<file path="src/sv/capture_tachometer_median_defines.svh">
// Assertion macros shared by the tachometer modules.
`ifndef CAPTURE_TACHOMETER_MEDIAN_DEFINES_SVH
`define CAPTURE_TACHOMETER_MEDIAN_DEFINES_SVH

// Same-cycle implication, checked out of reset.
`define CTM_ASSERT_IMP(label, clk, rst_n, ante, cons) \
    label: assert property (@(posedge clk) disable iff (!rst_n) (ante) |-> (cons)) \
        else $error("ctm: same-cycle check failed");

// Next-cycle implication, checked out of reset.
`define CTM_ASSERT_NXT(label, clk, rst_n, ante, cons) \
    label: assert property (@(posedge clk) disable iff (!rst_n) (ante) |=> (cons)) \
        else $error("ctm: next-cycle check failed");

`endif

</file>
<file path="src/sv/ctm_pkg.sv">
package ctm_pkg;

    // Median window
    localparam int WINDOW_LEN = 7;
    localparam int MED_IDX    = WINDOW_LEN / 2;
    localparam int WCNT_W     = $clog2(WINDOW_LEN + 1);

    // Field widths
    localparam int CNT_W   = 32;
    localparam int TIME_W  = 32;
    localparam int SPEED_W = 32;
    localparam int DIR_W   = 2;
    localparam int CLK_W   = 27;
    localparam int PPR_W   = 16;
    localparam int TMO_W   = 16;

    // Divider: numerator is 60 * clock, denominator is delta * pulses
    localparam int NUM_W     = CLK_W + 6;
    localparam int DEN_W     = CNT_W + PPR_W;
    localparam int DIV_STEPS = NUM_W;
    localparam int STEP_W    = $clog2(DIV_STEPS);

    // Configuration port
    localparam int CFG_IDX_W  = 4;
    localparam int CFG_DATA_W = CLK_W;

    localparam logic [CFG_IDX_W-1:0] CFG_CLOCK_HZ   = CFG_IDX_W'(0);
    localparam logic [CFG_IDX_W-1:0] CFG_PULSES     = CFG_IDX_W'(1);
    localparam logic [CFG_IDX_W-1:0] CFG_TIMEOUT_MS = CFG_IDX_W'(2);
    localparam logic [CFG_IDX_W-1:0] CFG_REVERSE    = CFG_IDX_W'(3);

    localparam logic [CLK_W-1:0] RST_CLOCK_HZ   = CLK_W'(80000000);
    localparam logic [PPR_W-1:0] RST_PULSES     = PPR_W'(400);
    localparam logic [TMO_W-1:0] RST_TIMEOUT_MS = TMO_W'(100);

    // Opcodes
    localparam logic OP_CAPTURE = 1'b0;
    localparam logic OP_QUERY   = 1'b1;

    // Direction codes
    localparam logic signed [DIR_W-1:0] DIR_NONE  = 2'sb00;
    localparam logic signed [DIR_W-1:0] DIR_PLUS  = 2'sb01;
    localparam logic signed [DIR_W-1:0] DIR_MINUS = 2'sb11;

    localparam logic [SPEED_W-2:0] SPEED_MAX = {(SPEED_W-1){1'b1}};

    typedef struct packed {
        logic accept_cap;
        logic accept_query;
        logic check;
        logic div_step;
        logic finish_div;
        logic push;
        logic rank;
        logic load_out;
    } t_ctm_cmd;

    typedef struct packed {
        logic need_div;
        logic out_free;
    } t_ctm_sts;

endpackage

</file>
<file path="src/sv/ctm_if.sv">
interface ctm_in_if;
    logic                         valid;
    logic                         ready;
    logic                         opcode;
    logic [ctm_pkg::CNT_W-1:0]    capture_count;
    logic                         phase_b;
    logic [ctm_pkg::TIME_W-1:0]   time_ms;

    modport source (output valid, opcode, capture_count, phase_b, time_ms, input ready);
    modport sink   (input valid, opcode, capture_count, phase_b, time_ms, output ready);
endinterface

interface ctm_out_if;
    logic                                valid;
    logic                                ready;
    logic signed [ctm_pkg::SPEED_W-1:0]  speed_rpm;
    logic signed [ctm_pkg::DIR_W-1:0]    rotation_dir;

    modport source (output valid, speed_rpm, rotation_dir, input ready);
    modport sink   (input valid, speed_rpm, rotation_dir, output ready);
endinterface

interface ctm_cfg_if;
    logic                              valid;
    logic                              ready;
    logic [ctm_pkg::CFG_IDX_W-1:0]     index;
    logic [ctm_pkg::CFG_DATA_W-1:0]    data;

    modport source (output valid, index, data, input ready);
    modport sink   (input valid, index, data, output ready);
endinterface

</file>
<file path="src/sv/ctm_datapath.sv">
`include "capture_tachometer_median_defines.svh"

module ctm_datapath (
    input  logic                                i_clk,
    input  logic                                i_rst_n,
    input  ctm_pkg::t_ctm_cmd                   i_cmd,
    output ctm_pkg::t_ctm_sts                   o_sts,
    input  logic                                i_cfg_valid,
    input  logic [ctm_pkg::CFG_IDX_W-1:0]       i_cfg_index,
    input  logic [ctm_pkg::CFG_DATA_W-1:0]      i_cfg_data,
    input  logic [ctm_pkg::CNT_W-1:0]           i_in_count,
    input  logic                                i_in_phase_b,
    input  logic [ctm_pkg::TIME_W-1:0]          i_in_time,
    input  logic                                i_out_ready,
    output logic                                o_out_valid,
    output logic signed [ctm_pkg::SPEED_W-1:0]  o_out_speed,
    output logic signed [ctm_pkg::DIR_W-1:0]    o_out_dir
);

    // Configuration
    logic [ctm_pkg::CLK_W-1:0] r_clock_hz;
    logic [ctm_pkg::PPR_W-1:0] r_pulses;
    logic [ctm_pkg::TMO_W-1:0] r_timeout;
    logic                      r_reverse;

    // Capture state
    logic [ctm_pkg::CNT_W-1:0]          r_cur_cap;
    logic [ctm_pkg::CNT_W-1:0]          r_prev_cap;
    logic [ctm_pkg::TIME_W-1:0]         r_cap_time;
    logic signed [ctm_pkg::DIR_W-1:0]   r_dir;
    logic signed [ctm_pkg::SPEED_W-1:0] r_held;
    logic [ctm_pkg::TIME_W-1:0]         r_now;

    // Divider
    logic [ctm_pkg::DEN_W-1:0] r_den;
    logic [ctm_pkg::DEN_W:0]   r_rem;
    logic [ctm_pkg::NUM_W-1:0] r_quo;

    // Median window
    logic signed [ctm_pkg::SPEED_W-1:0] r_win [ctm_pkg::WINDOW_LEN];
    logic signed [ctm_pkg::SPEED_W-1:0] r_feed;
    logic signed [ctm_pkg::SPEED_W-1:0] r_med;
    logic                               r_found;

    // Output register
    logic                               r_out_valid;
    logic signed [ctm_pkg::SPEED_W-1:0] r_out_speed;
    logic signed [ctm_pkg::DIR_W-1:0]   r_out_dir;

    logic [ctm_pkg::TIME_W-1:0]         age;
    logic                               stale;
    logic [ctm_pkg::CNT_W-1:0]          delta;
    logic                               delta_zero;
    logic [ctm_pkg::NUM_W-1:0]          num;
    logic [ctm_pkg::DEN_W:0]            trial;
    logic                               fits;
    logic [ctm_pkg::SPEED_W-2:0]        mag;
    logic signed [ctm_pkg::SPEED_W-1:0] signed_speed;
    logic [ctm_pkg::WCNT_W-1:0]         n_less;
    logic [ctm_pkg::WCNT_W-1:0]         n_leq;
    logic                               rank_hit;

    assign age        = r_now - r_cap_time;
    assign stale      = age > ctm_pkg::TIME_W'(r_timeout);
    assign delta      = r_cur_cap - r_prev_cap;
    assign delta_zero = (delta == '0);

    // 60 * clock as two shifts
    assign num = {r_clock_hz, 6'b0} - {4'b0, r_clock_hz, 2'b0};

    assign trial = {r_rem[ctm_pkg::DEN_W-1:0], r_quo[ctm_pkg::NUM_W-1]};
    assign fits  = trial >= {1'b0, r_den};

    assign mag = (r_quo > ctm_pkg::NUM_W'(ctm_pkg::SPEED_MAX))
                 ? ctm_pkg::SPEED_MAX : r_quo[ctm_pkg::SPEED_W-2:0];

    always_comb begin
        if (r_dir == ctm_pkg::DIR_NONE) begin
            signed_speed = '0;
        end else if (r_dir[ctm_pkg::DIR_W-1]) begin
            signed_speed = -$signed({1'b0, mag});
        end else begin
            signed_speed = $signed({1'b0, mag});
        end
    end

    // Rank of the head entry against the whole window
    always_comb begin
        n_less = '0;
        n_leq  = '0;
        for (int j = 0; j < ctm_pkg::WINDOW_LEN; j++) begin
            n_less = n_less + ctm_pkg::WCNT_W'(r_win[j] <  r_win[0]);
            n_leq  = n_leq  + ctm_pkg::WCNT_W'(r_win[j] <= r_win[0]);
        end
        rank_hit = (n_less <= ctm_pkg::WCNT_W'(ctm_pkg::MED_IDX))
                && (n_leq  >  ctm_pkg::WCNT_W'(ctm_pkg::MED_IDX));
    end

    assign o_sts.need_div = !stale && !delta_zero;
    assign o_sts.out_free = !r_out_valid || i_out_ready;

    always_ff @(posedge i_clk) begin
        if (!i_rst_n) begin
            r_clock_hz <= ctm_pkg::RST_CLOCK_HZ;
            r_pulses   <= ctm_pkg::RST_PULSES;
            r_timeout  <= ctm_pkg::RST_TIMEOUT_MS;
            r_reverse  <= 1'b0;
        end else if (i_cfg_valid) begin
            unique case (i_cfg_index)
                ctm_pkg::CFG_CLOCK_HZ:   r_clock_hz <= i_cfg_data[ctm_pkg::CLK_W-1:0];
                ctm_pkg::CFG_PULSES:     r_pulses   <= i_cfg_data[ctm_pkg::PPR_W-1:0];
                ctm_pkg::CFG_TIMEOUT_MS: r_timeout  <= i_cfg_data[ctm_pkg::TMO_W-1:0];
                ctm_pkg::CFG_REVERSE:    r_reverse  <= i_cfg_data[0];
                default: ;
            endcase
        end
    end

    always_ff @(posedge i_clk) begin
        if (!i_rst_n) begin
            r_cur_cap  <= '0;
            r_prev_cap <= '0;
            r_cap_time <= '0;
            r_dir      <= ctm_pkg::DIR_NONE;
            r_held     <= '0;
        end else begin
            if (i_cmd.accept_cap) begin
                r_prev_cap <= r_cur_cap;
                r_cur_cap  <= i_in_count;
                r_cap_time <= i_in_time;
                r_dir      <= (r_reverse ^ i_in_phase_b) ? ctm_pkg::DIR_MINUS : ctm_pkg::DIR_PLUS;
            end
            if (i_cmd.finish_div) begin
                r_held <= signed_speed;
            end
        end
    end

    always_ff @(posedge i_clk) begin
        if (i_cmd.accept_query) begin
            r_now <= i_in_time;
        end
        if (i_cmd.check) begin
            r_den <= r_pulses * delta;
            r_rem <= '0;
            r_quo <= num;
            r_feed <= stale ? '0 : r_held;
        end else if (i_cmd.div_step) begin
            // One restoring step: a zero divisor yields all ones and saturates
            r_rem <= fits ? (trial - {1'b0, r_den}) : trial;
            r_quo <= {r_quo[ctm_pkg::NUM_W-2:0], fits};
        end else if (i_cmd.finish_div) begin
            r_feed <= signed_speed;
        end
        if (i_cmd.rank && rank_hit) begin
            r_med <= r_win[0];
        end
    end

    // Push the newest value, then rotate once per entry so the window comes back unchanged
    always_ff @(posedge i_clk) begin
        if (!i_rst_n) begin
            for (int k = 0; k < ctm_pkg::WINDOW_LEN; k++) begin
                r_win[k] <= '0;
            end
            r_found <= 1'b0;
        end else if (i_cmd.push) begin
            r_win[0] <= r_feed;
            for (int k = 1; k < ctm_pkg::WINDOW_LEN; k++) begin
                r_win[k] <= r_win[k-1];
            end
            r_found <= 1'b0;
        end else if (i_cmd.rank) begin
            for (int k = 0; k < ctm_pkg::WINDOW_LEN - 1; k++) begin
                r_win[k] <= r_win[k+1];
            end
            r_win[ctm_pkg::WINDOW_LEN-1] <= r_win[0];
            if (rank_hit) begin
                r_found <= 1'b1;
            end
        end
    end

    always_ff @(posedge i_clk) begin
        if (!i_rst_n) begin
            r_out_valid <= 1'b0;
        end else if (i_cmd.load_out) begin
            r_out_valid <= 1'b1;
        end else if (i_out_ready) begin
            r_out_valid <= 1'b0;
        end
    end

    always_ff @(posedge i_clk) begin
        if (i_cmd.load_out) begin
            r_out_speed <= r_med;
            r_out_dir   <= r_dir;
        end
    end

    assign o_out_valid = r_out_valid;
    assign o_out_speed = r_out_speed;
    assign o_out_dir   = r_out_dir;

    `CTM_ASSERT_IMP(a_load_into_free_slot, i_clk, i_rst_n, i_cmd.load_out, !r_out_valid || i_out_ready)
    `CTM_ASSERT_IMP(a_median_found, i_clk, i_rst_n, i_cmd.load_out, r_found)

endmodule

</file>
<file path="src/sv/ctm_ctrl.sv">
`include "capture_tachometer_median_defines.svh"

module ctm_ctrl (
    input  logic              i_clk,
    input  logic              i_rst_n,
    input  logic              i_in_valid,
    input  logic              i_in_opcode,
    output logic              o_in_ready,
    input  ctm_pkg::t_ctm_sts i_sts,
    output ctm_pkg::t_ctm_cmd o_cmd
);

    typedef enum logic [6:0] {
        S_IDLE  = 7'b0000001,
        S_CHECK = 7'b0000010,
        S_DIV   = 7'b0000100,
        S_SIGN  = 7'b0001000,
        S_PUSH  = 7'b0010000,
        S_RANK  = 7'b0100000,
        S_DONE  = 7'b1000000
    } t_state;

    t_state                     r_state;
    t_state                     n_state;
    logic [ctm_pkg::STEP_W-1:0] r_cnt;
    logic [ctm_pkg::STEP_W-1:0] n_cnt;

    always_comb begin
        n_state    = r_state;
        n_cnt      = r_cnt;
        o_cmd      = '0;
        o_in_ready = 1'b0;
        unique case (r_state)
            S_IDLE: begin
                o_in_ready = 1'b1;
                if (i_in_valid) begin
                    if (i_in_opcode == ctm_pkg::OP_QUERY) begin
                        o_cmd.accept_query = 1'b1;
                        n_state            = S_CHECK;
                    end else begin
                        o_cmd.accept_cap = 1'b1;
                    end
                end
            end
            S_CHECK: begin
                o_cmd.check = 1'b1;
                n_cnt       = '0;
                n_state     = i_sts.need_div ? S_DIV : S_PUSH;
            end
            S_DIV: begin
                o_cmd.div_step = 1'b1;
                if (r_cnt == ctm_pkg::STEP_W'(ctm_pkg::DIV_STEPS - 1)) begin
                    n_state = S_SIGN;
                end else begin
                    n_cnt = r_cnt + 1'b1;
                end
            end
            S_SIGN: begin
                o_cmd.finish_div = 1'b1;
                n_state          = S_PUSH;
            end
            S_PUSH: begin
                o_cmd.push = 1'b1;
                n_cnt      = '0;
                n_state    = S_RANK;
            end
            S_RANK: begin
                o_cmd.rank = 1'b1;
                if (r_cnt == ctm_pkg::STEP_W'(ctm_pkg::WINDOW_LEN - 1)) begin
                    n_state = S_DONE;
                end else begin
                    n_cnt = r_cnt + 1'b1;
                end
            end
            S_DONE: begin
                // hold the median until the output register frees up
                if (i_sts.out_free) begin
                    o_cmd.load_out = 1'b1;
                    n_state        = S_IDLE;
                end
            end
            default: begin
                n_state = S_IDLE;
            end
        endcase
    end

    always_ff @(posedge i_clk) begin
        if (!i_rst_n) begin
            r_state <= S_IDLE;
            r_cnt   <= '0;
        end else begin
            r_state <= n_state;
            r_cnt   <= n_cnt;
        end
    end

    `CTM_ASSERT_NXT(a_rank_exits_to_done, i_clk, i_rst_n, r_state == S_RANK, r_state == S_RANK || r_state == S_DONE)

endmodule

</file>
<file path="src/sv/capture_tachometer_median.sv">
// Period-capture tachometer with a median filter. A capture word (opcode 0) updates the
// stored counts, capture time and direction and is taken while the block stays idle; it gives no result.
// A speed query (opcode 1) gives one result word and keeps the input side busy from its
// check state through the push, rank and done states, and through the divide and sign
// states as well when a new speed is worked out rather than held or stale. The divider
// takes its 33 restoring steps at one bit a cycle, and the median pass ranks one window
// entry per cycle. The result sits in an output register, so the next word is taken while
// it waits; a query only stalls at its end if the previous result has not been taken.
// Configuration writes are always taken and must come while idle.
module capture_tachometer_median (
    input  logic    i_clk,
    input  logic    i_rst_n,
    ctm_in_if.sink  i_in,
    ctm_out_if.source o_out,
    ctm_cfg_if.sink i_cfg
);

    ctm_pkg::t_ctm_cmd cmd;
    ctm_pkg::t_ctm_sts sts;

    assign i_cfg.ready = 1'b1;

    ctm_ctrl u_ctrl (
        .i_clk       (i_clk),
        .i_rst_n     (i_rst_n),
        .i_in_valid  (i_in.valid),
        .i_in_opcode (i_in.opcode),
        .o_in_ready  (i_in.ready),
        .i_sts       (sts),
        .o_cmd       (cmd)
    );

    ctm_datapath u_dp (
        .i_clk        (i_clk),
        .i_rst_n      (i_rst_n),
        .i_cmd        (cmd),
        .o_sts        (sts),
        .i_cfg_valid  (i_cfg.valid),
        .i_cfg_index  (i_cfg.index),
        .i_cfg_data   (i_cfg.data),
        .i_in_count   (i_in.capture_count),
        .i_in_phase_b (i_in.phase_b),
        .i_in_time    (i_in.time_ms),
        .i_out_ready  (o_out.ready),
        .o_out_valid  (o_out.valid),
        .o_out_speed  (o_out.speed_rpm),
        .o_out_dir    (o_out.rotation_dir)
    );

endmodule
</file>
<file path="src/flat_wrapper.sv">
// flat-port wrapper written by rule: the top's interface ports become plain ports
module capture_tachometer_median_flat 
  (i_clk, i_rst_n, i_in_valid, i_in_opcode, i_in_capture_count, i_in_phase_b, i_in_time_ms, i_in_ready, o_out_valid, o_out_speed_rpm, o_out_rotation_dir, o_out_ready, i_cfg_valid, i_cfg_index, i_cfg_data, i_cfg_ready);
  ctm_in_if i_in_i ();
  ctm_out_if o_out_i ();
  ctm_cfg_if i_cfg_i ();
  input  logic i_clk;
  input  logic i_rst_n;
  input wire logic [$bits(i_in_i.valid)-1:0] i_in_valid;
  input wire logic [$bits(i_in_i.opcode)-1:0] i_in_opcode;
  input wire logic [$bits(i_in_i.capture_count)-1:0] i_in_capture_count;
  input wire logic [$bits(i_in_i.phase_b)-1:0] i_in_phase_b;
  input wire logic [$bits(i_in_i.time_ms)-1:0] i_in_time_ms;
  output wire logic [$bits(i_in_i.ready)-1:0] i_in_ready;
  output wire logic [$bits(o_out_i.valid)-1:0] o_out_valid;
  output wire logic [$bits(o_out_i.speed_rpm)-1:0] o_out_speed_rpm;
  output wire logic [$bits(o_out_i.rotation_dir)-1:0] o_out_rotation_dir;
  input wire logic [$bits(o_out_i.ready)-1:0] o_out_ready;
  input wire logic [$bits(i_cfg_i.valid)-1:0] i_cfg_valid;
  input wire logic [$bits(i_cfg_i.index)-1:0] i_cfg_index;
  input wire logic [$bits(i_cfg_i.data)-1:0] i_cfg_data;
  output wire logic [$bits(i_cfg_i.ready)-1:0] i_cfg_ready;
  assign i_in_i.valid = i_in_valid;
  assign i_in_i.opcode = i_in_opcode;
  assign i_in_i.capture_count = i_in_capture_count;
  assign i_in_i.phase_b = i_in_phase_b;
  assign i_in_i.time_ms = i_in_time_ms;
  assign i_in_ready = i_in_i.ready;
  assign o_out_valid = o_out_i.valid;
  assign o_out_speed_rpm = o_out_i.speed_rpm;
  assign o_out_rotation_dir = o_out_i.rotation_dir;
  assign o_out_i.ready = o_out_ready;
  assign i_cfg_i.valid = i_cfg_valid;
  assign i_cfg_i.index = i_cfg_index;
  assign i_cfg_i.data = i_cfg_data;
  assign i_cfg_ready = i_cfg_i.ready;
  capture_tachometer_median u_core (.i_clk(i_clk), .i_rst_n(i_rst_n), .i_in(i_in_i), .o_out(o_out_i), .i_cfg(i_cfg_i));
endmodule
</file>
<file path="config.mk">
export PLATFORM = sky130hd
export DESIGN_NAME = capture_tachometer_median_flat
export DESIGN_NICKNAME = d
export VERILOG_FILES = /design/src/sv/ctm_pkg.sv /design/src/sv/ctm_if.sv /design/src/sv/ctm_datapath.sv /design/src/sv/ctm_ctrl.sv /design/src/sv/capture_tachometer_median.sv /design/src/flat_wrapper.sv
export VERILOG_INCLUDE_DIRS = /design/src /design/src/sv
export SDC_FILE = /design/constraint.sdc
export NUM_CORES = 2
export LEC_CHECK = 0
export ABC_AREA = 1
export BUFFER_PORTS_ARGS = -buffer_cell sky130_fd_sc_hd__buf_2
export CORE_MARGIN = 1
export CORE_UTILIZATION = 60
export CTS_CLUSTER_SIZE = 16
export DETAILED_ROUTE_END_ITERATION = 8
export PLACE_DENSITY = 0.87
export SETUP_SLACK_MARGIN = 0.1
export SYNTH_ARGS = -nofsm -noshare
export SYNTH_HDL_FRONTEND = slang
export SYNTH_SLANG_ARGS = --single-unit
</file>
<file path="constraint.sdc">
create_clock -name i_clk -period 9.1 [get_ports i_clk]
set_input_delay 0 -clock i_clk [delete_from_list [all_inputs] [get_ports i_clk]]
set_output_delay 0 -clock i_clk [all_outputs]
set_load 0.02 [all_outputs]
</file>
==> results.txt <==
- Timing-limited maximum frequency: between 100 and 150 MHz
* Initial core utilization: 0.605
* Post-synth top area cell: edfxtp_1
* Gate count of the mapped netlist: approximately 7000
- Placed wire-length estimate: roughly 120000 um
* Register clock-pin slew on the reported worst setup and hold paths: approximately 0.060 ns
- Max-Cap Viols: 0
* FF+latch count, synth: 687
* Setup repair after global routing missed its margin: no
- The final count of pins violating max slew is 0.
* DRC violations left: 0
* Startpoint of the tightest hold check path: i_in_time_ms[13]
* Initial antenna violation count: 3
- Setup violations remaining at the end of the flow were counted as 0.
- Cell with the largest stage delay on the worst path: fa_1
- Number of buffers between clock root and the deepest sink: 3
- Clock tree from TritonCTS: built
- By startpoint and endpoint, the worst setup path is classified as flop to flop.
- The final count of hold timing violations was 0.
- Worst slew margin relative to its limit: 0.272
- Number of enable flip-flop cells after synthesis: about 440
* Most common cell on crit path: nand2_1
- For this run, the detailed router's first-pass iteration total came to 8.
* Element type at the critical path end: flop
- Number of vias after detailed routing: 51200
* Layout cells sized above 1: 0.0535
- Warnings from Yosys: 0
- Largest fanout of any net on the critical path: 10
- STA classifies the critical path startpoint as a flop.
- Die Footprint: slightly below 100000 um^2
- STA puts the critical path data required time at 9.53 ns.
- In this design, the stage delay of the slowest critical-path cell is between 0.5 and 0.6 ns.
* WP data arrival: between 8 and 9 ns
- Yosys instantiated no cell more often than nand2_1.
* Final #Nets: ~8400
- Vias in the first global route: 51100
* Worst Hold Depth: 2
- The path class of the tightest hold or removal check is input pin to flop.
- Synth async-reset ratio: 0
- Of the post-synthesis cell area, the dominant cell type holds 0.228.
* Global route total overflow: 0
- Detailed Route WL: roughly 170000 um
* Number of port buffers: between 100 and 150
- In the synthesized netlist the dominant register cell turns out to be edfxtp_1.
- Adding up every negative setup slack in the final design gives 0 ns.
* Count of antenna-violating nets left after detailed routing: 0
* CTS H-tree depth: 3
- Floorplan Core Area: about 95000 um^2
* Summed instance area of the synthesized netlist: around 57000 um^2
- For this design, the sink count on the clock tree is around 690.
- For the pin with the worst max-slew slack, the measured transition is 1.09 ns.
- Layout overhead on the synthesized area: 9.83%
- In this run the count of I/O pins placed on the die edge is 139.
* Worst R2R Setup Slack: around 0.98 ns
- In the routed layout, each cell is associated on average with a via count of 5.89.
- By count the netlist is led by nand2_1, inv_1, nor2_1.
- Cells on worst reg2reg path: 38
- DRC violation total after the first TritonRoute iteration: 5168
* Reg-to-reg startpoint: u_core.u_dp.r_cur_cap[0]
- The routed design could run at a clock period as short as 8.12 ns.
- For this run, the total global-route usage over all layers was measured as 0.348.
* Number of rows created at floorplan: ~110
* Period utilisation layout: 0.893
- Buffers inserted during clock tree synthesis total 78.
- Routed WL per cell: between 15 and 20 um
- Worst clock skew: about 0.035 ns
- Clock root buffer: clkbuf_16
- Net Count, Synth: 8193
* RD Place Congestion: between 1 and 1.5
- Sequential share of the synthesized area: 0.316
* Mean post-synth cell area: ~8 um^2
- Distinct cell type count after synthesis: between 50 and 60
* Horizontal die dimension: between 300 and 400 um
* Vert. Die Dim: between 300 and 400 um
- In this run the worst setup path begins at u_core.u_dp.r_cur_cap[0].
* Status: finished clean
- Synth area leaders: edfxtp_1, fa_1, ha_1
* Global-route wire length before repair: 269000 um
* Clock latency at the later pin of the worst-skew pair: a little under 0.7 ns
* Maximum number of pins on one net before global-route repair: about 110
## metrics by stage
| stage | hold WS (ns) | area [um^2] | setup slack, ns | utilization | instances |
|---|---|---|---|---|---|
| 2_1_floorplan | 0.0989 | 57400 | 2.11 | - | 7196 |
| 3_3_place_gp | 0.187 | 59200 | 1.18 | 0.624 | 8424 |
| 3_5_place_dp | 0.190 | 59200 | 1.10 | 0.624 | 8424 |
| 4_1_cts | 0.0228 | 63000 | 1.07 | 0.664 | 8686 |
| 5_1_grt | 0.0610 | 63000 | 0.530 | 0.664 | 8689 |
| 6_report | 0.0698 | 63000 | 0.978 | 0.664 | 8690 |
## what timing repair did
item | in CTS | in global routing
gates resized for setup | 0 | 0
endpoints found under the hold margin | 181 | 0
hold buffers | 118 | 0
endpoints found under the setup margin | 0 | 0
buffers inserted | 0 | 0
## state kept, by name, summed over array words and instances, names as in the netlist, 6 cells and up
| register | cells |
|---|---|
| u_core.u_ctrl.r_cnt | 6 |
| u_core.u_dp.o_out_speed | 32 |
| u_core.u_ctrl.r_state | 7 |
| u_core.u_dp.r_cur_cap | 32 |
| u_core.u_dp.r_held | 32 |
| u_core.u_dp.r_feed | 32 |
| u_core.u_dp.r_den | 48 |
| u_core.u_dp.r_rem | 48 |
| u_core.u_dp.r_clock_hz | 27 |
| u_core.u_dp.r_quo | 33 |
| u_core.u_dp.r_cap_time | 32 |
| u_core.u_dp.r_med | 32 |
| u_core.u_dp.r_now | 32 |
| u_core.u_dp.r_timeout | 16 |
| u_core.u_dp.r_prev_cap | 32 |
| u_core.u_dp.r_pulses | 16 |
| u_core.u_dp.r_win | 224 |
## placed cells by master (no fill, tap or decap), types with 6 or more instances in the layout
cell type	Yosys	final
dlygate4sd3_1	0	118
ha_1	470	470
o21ai_2	6	6
nor4_1	20	19
clkinv_1	16	18
clkbuf_16	0	78
o22ai_1	35	35
fa_1	425	425
dfxtp_1	252	252
o21bai_1	19	19
nor3_1	48	47
o21ai_1	37	37
xor2_1	73	73
nand2_2	5	6
nor2_1	666	663
edfxtp_1	435	435
o211ai_1	22	22
nand3b_1	19	19
nand4_1	69	69
a31oi_1	42	42
a21boi_0	10	10
o21ai_0	538	538
buf_2	3	136
clkbuf_8	0	7
a211oi_1	6	6
inv_2	7	8
a21oi_1	566	566
nand3_1	364	363
o21a_1	23	23
inv_1	1221	1221
nand2_1	1431	1427
xnor2_1	41	41
a21o_1	24	24
or2_2	17	17
clkinv_2	0	17
clkbuf_1	211	20
buf_4	5	70
## routing by layer
layer  vias to the layer above  global-route usage  wire length [um]
met5                         -                   0                 0
met4                         0               0.165              8760
met3                       557              0.0714             17600
met2                      2863               0.567             77600
met1                     24100               0.445             66000
li1                      23700                   -                 -
## final cells by class
| cell class | count | area [um^2] |
|---|---|---|
| clock inverter | 40 | 462 |
| tap | 1265 | 1580 |
| inverter | 1244 | 4670 |
| sequential | 687 | 18100 |
| antenna | 4 | 10.0 |
| clock buffer | 104 | 2110 |
| timing repair buffer | 325 | 2400 |
| fill | 7560 | 31900 |
| multi-input combinational | 5021 | 33700 |
## worst max-delay path, delay by kind of cell (launching register included)
family / cells / cell delay (ns)
compound gates: 2 / 0.27
fa+ha+maj: 9 / 4.04
xor+xnor: 1 / 0.15
flops: 1 / 0.32
simple gates: 18 / 2.17
buf+inv: 8 / 0.92
## kinds of logic (layout without fill, tap and decap cells)
kind of cell	count (synthesis)	after routing	share of synthesized area
simple gates	2665	2665	0.192
fa+ha+maj	895	895	0.251
xor+xnor	114	114	0.0174
compound gates	1344	1344	0.125
other cells	1	5	0.0000654
buf+inv	1488	1713	0.0990
flops	687	687	0.316
mux	2	2	0.000393
## path summary, 6_finish.rpt
kind                                       to
hold / removal          u_core.u_dp.r_now[13]
setup / recovery        u_core.u_dp.r_den[45]
setup reg to reg        u_core.u_dp.r_den[45]
hold reg to reg   u_core.u_dp.o_out_speed[26]
Power is left out: the tool's default activity adds up to more than one toggle a clock period on the data nets, which glitch-free logic cannot reach.
